<file path="config.mk">
export PLATFORM = sky130hd
export DESIGN_NAME = mcc_cfg
export DESIGN_NICKNAME = d
export VERILOG_FILES = /design/src/design/mcc_pkg.sv /design/src/design/mcc_cfg.sv
export SDC_FILE = /design/constraint.sdc
export NUM_CORES = 1
export LEC_CHECK = 0
export ABC_AREA = 0
export BUFFER_PORTS_ARGS = -buffer_cell sky130_fd_sc_hd__buf_4
export CAP_MARGIN = 10
export CORE_MARGIN = 2
export CORE_UTILIZATION = 50
export CTS_BUF_LIST = sky130_fd_sc_hd__clkbuf_8
export DETAILED_ROUTE_END_ITERATION = 10
export PLACE_DENSITY = 0.78
export RECOVER_POWER = 25
export SETUP_SLACK_MARGIN = 0.4
export SYNTH_ARGS = -nofsm -noshare
export SYNTH_HDL_FRONTEND = slang
export SYNTH_SLANG_ARGS = --single-unit
</file>
<file path="constraint.sdc">
create_clock -name clk -period 1.58 [get_ports clk]
set_input_delay 0 -clock clk [delete_from_list [all_inputs] [get_ports clk]]
set_output_delay 0 -clock clk [all_outputs]
set_load 0.03 [all_outputs]
</file>
<file path="src/design/mcc_pkg.sv">
// Shared types and constants for the minimum coin change block.
package mcc_pkg;

  localparam int REG_COUNT  = 8;   // coin registers in the config space
  localparam int VAL_W      = 10;  // amount, coin and count width
  localparam int ENT_W      = 11;  // table entry: unreachable mark + count
  localparam int CFG_IDX_W  = 4;
  localparam int CFG_DATA_W = 16;
  localparam int TDATA_W    = 16;

  localparam logic [ENT_W-1:0] ENT_UNREACH = 11'h400;

  typedef logic [REG_COUNT-1:0][VAL_W-1:0] coin_arr_t;

  typedef struct packed {
    logic [VAL_W-1:0] min_coins;
    logic             unreachable;
  } res_t;

  typedef enum logic [3:0] {
    ST_IDLE  = 4'b0001,
    ST_SCAN  = 4'b0010,
    ST_WRITE = 4'b0100,
    ST_DONE  = 4'b1000
  } state_t;

endpackage

</file>
<file path="src/design/mcc_cfg.sv">
// Coin denomination register file.
module mcc_cfg (
  input  logic                             clk,
  input  logic                             rst_n,
  input  logic                             cfg_valid,
  output logic                             cfg_ready,
  input  logic [mcc_pkg::CFG_IDX_W-1:0]    cfg_index,
  input  logic [mcc_pkg::CFG_DATA_W-1:0]   cfg_data,
  output mcc_pkg::coin_arr_t               coins
);

  mcc_pkg::coin_arr_t coin_r;
  mcc_pkg::coin_arr_t coin_nxt;

  assign cfg_ready = 1'b1;
  assign coins     = coin_r;

  always_comb begin
    coin_nxt = coin_r;
    // indexes past the last register are dropped
    if (cfg_valid && (32'(cfg_index) < mcc_pkg::REG_COUNT)) begin
      coin_nxt[cfg_index[2:0]] = cfg_data[mcc_pkg::VAL_W-1:0];
    end
  end

  always_ff @(posedge clk) begin
    if (!rst_n) begin
      coin_r <= '0;
    end else begin
      coin_r <= coin_nxt;
    end
  end

endmodule

</file>
After elaboration in Yosys (flattened, before gate mapping)
Index checks and enable logic that the tools add are counted.
- bits in latches: 0
- memories kept: 0
- ROM bits: 0
- bits in registers: 80
- input bits: 23
- word-level logic and storage cells: 16
- RAM bits: 0
- output and inout bits: 81
- equal/unequal tests: 0
- $mul: 0
- $lt $le $gt $ge: 3
- divide/modulo/power cells: 0
- add/sub/neg operators: 0
- muxes and demuxes: 3
- bitwise logic cells: 0
- reduce and logical (&&, ||, !) cells: 2
- shifts and indexed selects: 0
- operator list (cell ; number):
    80-bit bitwise mux ; 1
    10-bit demux with 3-bit select ; 1
    10-bit 2-to-1 mux ; 1
    3-bit by 4-bit < comparator with 1-bit output (second input constant) ; 1
    4-bit < comparator (second input constant) ; 1
    3-bit by 1-bit >= comparator with 1-bit output (second input constant) ; 1
    1-bit logical AND ; 2

Logic depth before layout (Yosys ltp)
Gate-level depths: netlist of run 1.
- depth in word-level cells: 5
- mapped depth: 4
- gate-level depth less buffers: 3

Worst setup path before layout of run 1
Ideal clock, no wire load.
- path type: input to register
- start: input cfg_index[3] (netlist bit)
- end: register coin_r (netlist bit coins[30])
- cell stages on the path: 4
- required time: 1508 ps
- path buffers: 1
- setup slack: 778 ps
- arrival time: 730 ps
- library setup time: 72 ps
- path through: nor3b_4 > and3_1 > buf_6 > mux2i_1
- longest elaborated chain between the ends: 2
- RTL lines (item ; line ; text):
    start: declaration ; mcc_cfg.sv:7 ; input logic [mcc_pkg::CFG_IDX_W-1:0] cfg_index,
    4-bit < comparator ; mcc_cfg.sv:21 ; if (cfg_valid && (32'(cfg_index) < mcc_pkg::REG_COUNT)) begin
    1-bit logical AND ; mcc_cfg.sv:21 ;
    end signal: assignment ; mcc_cfg.sv:30 ; coin_r <= coin_nxt;
    end: declaration ; mcc_cfg.sv:12 ; mcc_pkg::coin_arr_t coin_r;
No other way between the ends.
A chain may end at the register's enable or synchronous reset.

Worst setup path after layout of run 1
- start: input cfg_index[3] (netlist bit)
- end: register coin_r (netlist bit coins[39])
The elaborated chain is that of the path after synthesis.

==> metrics.csv, run 1 <==
stage;metric;value;unit
status;status;finished, final reports clean;
placement;hpwl;4740;um
drt;drc;0;
clock_tree;post-cts-setup-buffers;0;
drt;wire_per_inst;15.7;um
power;intPower;3.19;mW
power;vdd_ir_drop_max;0.000723;V
placement;dp.cells;437;
sta;post-route-period-util;69.4;%
floorplanning;start_util;52.6;%
power;switching_share;22.8;%
cells_and_area;fin_area;3940;um2
cells_and_area;fillCellCount;461;
grt;grt_pass1_wl;11200;um
clock_tree;ctsLongestPathBuffers;2;
power;pwr-share-clk;43.4;%
cells_and_area;nNetsFinal;399;
flow_run;maxCapViolCount;0;
sta;fin_tns_setup;0;ns
sta;finalCriticalPeriod;1.10;ns
synthesis;ys_ff_latch;80;
synthesis;yosysWarnings;0;
drt;vias;2262;
setup_path;path_class;primary input to flop;
cells_and_area;drive_above_1_share;31.0;%
power;pwr-share-comb;6.9;%
setup_path;timing.rr.start;coins[64];
grt;grt_antenna_before_repair;0;
sta;setup_violations;0;
drt;routed_wl;7110;um
synthesis;yosysTopAreaCell;dfxtp_1;
cells_and_area;seqCellArea;1600;um2
sta;rsz0062_at_grt;no;
power;leakage;1.89;nW
grt;grt_start_max_net_pins;48;
worst_hold_path;hp-class;primary input to flop;
synthesis;synth_edf_count;0;
cells_and_area;multiInputGateArea;1240;um2
sta;drv_slew;0;
placement;place_congestion;0.779;
synthesis;synth_ff_type;dfxtp_1;
drt;ant_nets;0;
drt;detail_route.iter0.violations;136;
grt;track_usage;23.6;%
sta;hold_slack;0.107;ns
floorplanning;die_w;80.8;um
setup_path;endpoint_kind;flop;
cells_and_area;final_util;70.2;%
cells_and_area;synthToLayoutAreaGrowth;33.5;%
power;power_density;1050;nW/um2
cells_and_area;diodes;0;
synthesis;ys_seq_area_share;54.3;%
placement;portBuffers;96;
setup_path;worstPathMaxFanout;10;
placement;dpl_cell_area;3730;um2
floorplanning;coreArea;5610;um2
clock_tree;clk_pin_slew;0.08;ns
synthesis;synthCells;280;
synthesis;syn-num-nets;303;
synthesis;netlist_area;2950;um2
clock_tree;cts_hold_buf;0;
grt;grt_overflow;0;
drt;firstDrtPassIters;6;
floorplanning;dieHeight;80.8;um
cells_and_area;fin_cells;453;
placement;post-place-ws;0.370;ns
synthesis;synthTopCellsByCount;nand2_1, dfxtp_1, mux2i_1;
grt;grt_pass1_vias;2210;
setup_path;worstPathArrival;1.37;ns
power;seq_power_share;49.7;%
clock_tree;root_buffer;clkbuf_8;
floorplanning;io_pins;104;
clock_tree;htreeDepth;3;
setup_path;start_kind;primary input;
power;p_sw;0.943;mW
sta;relSlewSlack;52.2;%
synthesis;yosysTopAreaCellShare;54.3;%
floorplanning;row_count;27;
worst_hold_path;hp-start;cfg_data[8];
clock_tree;clk_latency;0.35;ns
synthesis;yosysMostFrequentCell;nand2_1;
clock_tree;cts_tree;yes;
synthesis;avgSynthCellArea;10.5;um2
setup_path;crit_start;cfg_index[3];
power;finalPower;4.13;mW
clock_tree;cts_made_buffers;9;
synthesis;synthTopCellsByArea;dfxtp_1, mux2i_1, nand2_1;
synthesis;synth_cell_types;18;
clock_tree;cts_resized;0;
sta;hold_violations;0;
sta;worst_slew_pin_slew;0.717;ns
setup_path;worstPathRequired;1.85;ns
floorplanning;die_area;6530;um2
clock_tree;cts_sinks;80;
cells_and_area;largest_reg_flops;80;
sta;finClkSkew;0;ns
sta;fin_ws;0.483;ns
synthesis;async_flop_share;0;%
sta;max_freq;0.912;GHz
drt;vias_per_cell;4.99;
-- layout by cell type (no fill, tap or decap) --
master / Yosys / layout
nor3b_4: 1 / 1
dfxtp_1: 80 / 80
nor2_1: 1 / 1
clkinv_4: 0 / 2
nor2_4: 1 / 1
conb_1: 1 / 1
buf_4: 6 / 98
nand3b_1: 2 / 3
buf_12: 0 / 1
bufinv_16: 0 / 3
nor3b_1: 1 / 2
nand2b_1: 1 / 1
nand2_1: 91 / 91
clkinvlp_4: 0 / 1
nand2_2: 1 / 1
and3_1: 1 / 1
mux2i_1: 80 / 80
clkbuf_8: 0 / 9
clkinv_2: 0 / 1
clkbuf_1: 9 / 3
-- area by class of cell --
type,instances,share of cell area [%]
sequential,80,40.7
multi-input combinational,183,31.4
timing repair buffer,102,19.5
clock buffer,9,3.14
clock inverter,7,3.05
tap,72,2.29
-- worst max-delay path, cell delays in order --
cell	delay, ns
clkbuf_1	0.11
nor3b_4	0.26
and3_1	0.18
clkbuf_1	0.55
mux2i_1	0.27
-- final timing paths --
| path | to | slack [ns] | cells after the start |
|---|---|---|---|
| max | coins[39] | 0.48 | 5 |
| min reg2reg | coins[75] | 0.46 | 2 |
| min | coins[18] | 0.11 | 3 |
| max reg2reg | coins[64] | 0.94 | 2 |
-- metal layers --
metal  global-route usage [%]  share of wire, %
met3                     5.33               6.6
met2                     39.0                49
met4                     12.5               1.7
met1                     28.6                42
met5                        0                 0
-- kinds of logic (layout without fill, tap and decap cells) --
kind of cell,after synthesis,count (layout),synth area share [%]
buffers and inverters,17,118,3.22
multiplexers,80,80,27.1
other,1,1,0.127
AND/OR/NAND/NOR,102,102,15.2
flip-flops,80,80,54.3
-- power groups by stage --
stage	sequential, mW	combinational (mW)	clock, mW
2_1_floorplan	2.15	0.118	0
3_3_place_gp	2.10	0.287	0
3_5_place_dp	2.10	0.291	0
4_1_cts	2.05	0.292	1.82
5_1_grt	2.06	0.305	1.90
6_report	2.05	0.283	1.79
Power figures use the tool's default switching activity.
==> run 2: changes to the inputs <==
--- a/config.mk
+++ b/config.mk
@@ -9,10 +9,10 @@
 export BUFFER_PORTS_ARGS = -buffer_cell sky130_fd_sc_hd__buf_4
 export CAP_MARGIN = 10
 export CORE_MARGIN = 2
-export CORE_UTILIZATION = 50
+export CORE_UTILIZATION = 46
 export CTS_BUF_LIST = sky130_fd_sc_hd__clkbuf_8
 export DETAILED_ROUTE_END_ITERATION = 10
-export PLACE_DENSITY = 0.78
+export PLACE_DENSITY = 0.76
 export RECOVER_POWER = 25
 export SETUP_SLACK_MARGIN = 0.4
 export SYNTH_ARGS = -nofsm -noshare
==> constraint.sdc (replaced) <==
create_clock -name clk -period 1 [get_ports clk]
set_input_delay 0 -clock clk [delete_from_list [all_inputs] [get_ports clk]]
set_output_delay 0 -clock clk [all_outputs]
set_load 0.03 [all_outputs]
==> metrics.csv, run 2 (same netlist as run 1, synthesis figures left out) <==
stage;metric;value;unit
cells_and_area;fin_cells;500;
floorplanning;coreArea;6280;um2
setup_path;worstPathMaxFanout;2;
cells_and_area;synthToLayoutAreaGrowth;65.0;%
drt;firstDrtPassIters;4;
flow_run;maxCapViolCount;0;
status;status;finished, final reports clean;
clock_tree;clk_latency;0.35;ns
cells_and_area;diodes;0;
drt;detail_route.iter0.violations;122;
floorplanning;die_area;7070;um2
worst_hold_path;hp-class;primary input to flop;
grt;grt_pass1_wl;13300;um
setup_path;cp_top_family;flip-flops;
setup_path;start_kind;flop;
grt;grt_pass1_vias;2593;
sta;hold_violations;0;
cells_and_area;nNetsFinal;441;
placement;portBuffers;96;
grt;grt_start_max_net_pins;58;
sta;finClkSkew;0;ns
cells_and_area;final_cell_mix;buf_6, mux2i_1, nand2_1;
drt;drc;0;
clock_tree;htreeDepth;3;
sta;max_freq;1.13;GHz
grt;track_usage;24.2;%
sta;setup_violations;0;
grt;grt_antenna_before_repair;0;
floorplanning;dieHeight;84.1;um
sta;finalCriticalPeriod;0.886;ns
grt;grt_overflow;0;
setup_path;slowest_stage;dfxtp_1;
sta;drv_slew;0;
placement;hpwl;5090;um
clock_tree;cts_sinks;80;
clock_tree;cts_hold_buf;0;
cells_and_area;mostFrequentLayoutCell;buf_6;
clock_tree;cts_tree;yes;
power;power_density;1270;nW/um2
sta;hold_slack;0.0360;ns
cells_and_area;largest_reg_flops;80;
placement;post-place-ws;-0.105;ns
drt;ant_nets;0;
cells_and_area;drive_above_1_share;58.9;%
drt;wire_per_inst;18.3;um
drt;vias;2532;
setup_path;path_cells;buf_6;
clock_tree;root_buffer;clkbuf_8;
floorplanning;io_pins;104;
clock_tree;clk_pin_slew;0.08;ns
placement;dp.cells;449;
floorplanning;die_w;84.1;um
setup_path;worstPathRequired;1.00;ns
setup_path;worstPathArrival;0.89;ns
floorplanning;start_util;47.0;%
sta;fin_ws;0.114;ns
sta;fin_tns_setup;0;ns
power;leakage;2.27;nW
sta;rsz0062_at_grt;yes;
clock_tree;cts_made_buffers;9;
floorplanning;row_count;29;
clock_tree;ctsLongestPathBuffers;2;
drt;routed_wl;9130;um
setup_path;slowest_delay;0.38;ns
setup_path;endpoint_kind;output port;
setup_path;path_class;flop to output port;
power;vdd_ir_drop_max;0.00119;V
sta;post-route-period-util;88.6;%
drt;vias_per_cell;5.06;
placement;place_congestion;0.767;
setup_path;cp.buffers_inverters;1;
run 2: path summary, 6_finish.rpt:
kind	cells after the start	startpoint	slack, ns	end
max	1	coins[7]	0.11	coins[7]
min reg2reg	2	coins[18]	0.47	coins[18]
min	3	rst_n	0.04	coins[18]
max reg2reg	4	coins[31]	0.18	coins[31]
run 2: metal layers:
metal  vias to the layer above  GRT usage, %  part of all wire [%]
met5                         -             0                     0
met3                        19          7.02                   5.9
met1                      1238          29.1                    41
met2                        73          40.5                    51
met4                         0          9.82                   2.2
li1                       1202             -                     -
run 2: stage by stage:
stage / instance area, um2 / util (%) / total power [mW]
finish: 4870 / 77.5 / 6.16
global route: 4870 / 77.5 / 6.37
CTS: 4620 / 73.6 / 6.11
detailed placement: 3880 / 61.8 / 3.81
global placement: 3880 / 61.8 / 3.80
floorplan: 3050 / - / 3.60
run 2: area by class of cell:
class | instances | area [um2]
flip-flops and latches | 80 | 1680
multi-input cells | 184 | 1360
repair buffers | 143 | 1550
fillers | 397 | 1410
clock inverters | 7 | 63.8
clock buffers | 9 | 124
well taps | 77 | 96.3
run 2: repair_timing:
action                                  4_1_cts  5_1_grt
endpoints found under the setup margin      144      159
buffers inserted                             11       20
pin swaps                                     2        2
gates resized for setup                     135       46
endpoints found under the hold margin         0        0
gates cloned                                  2        2
run 2: power by group:
| group | leakage (nW) | internal, mW | switching (mW) |
|---|---|---|---|
| sequential | 0.678 | 3.23 | 0.0338 |
| combinational | 1.49 | 0.247 | 0.345 |
| clock | 0.0962 | 1.13 | 1.17 |
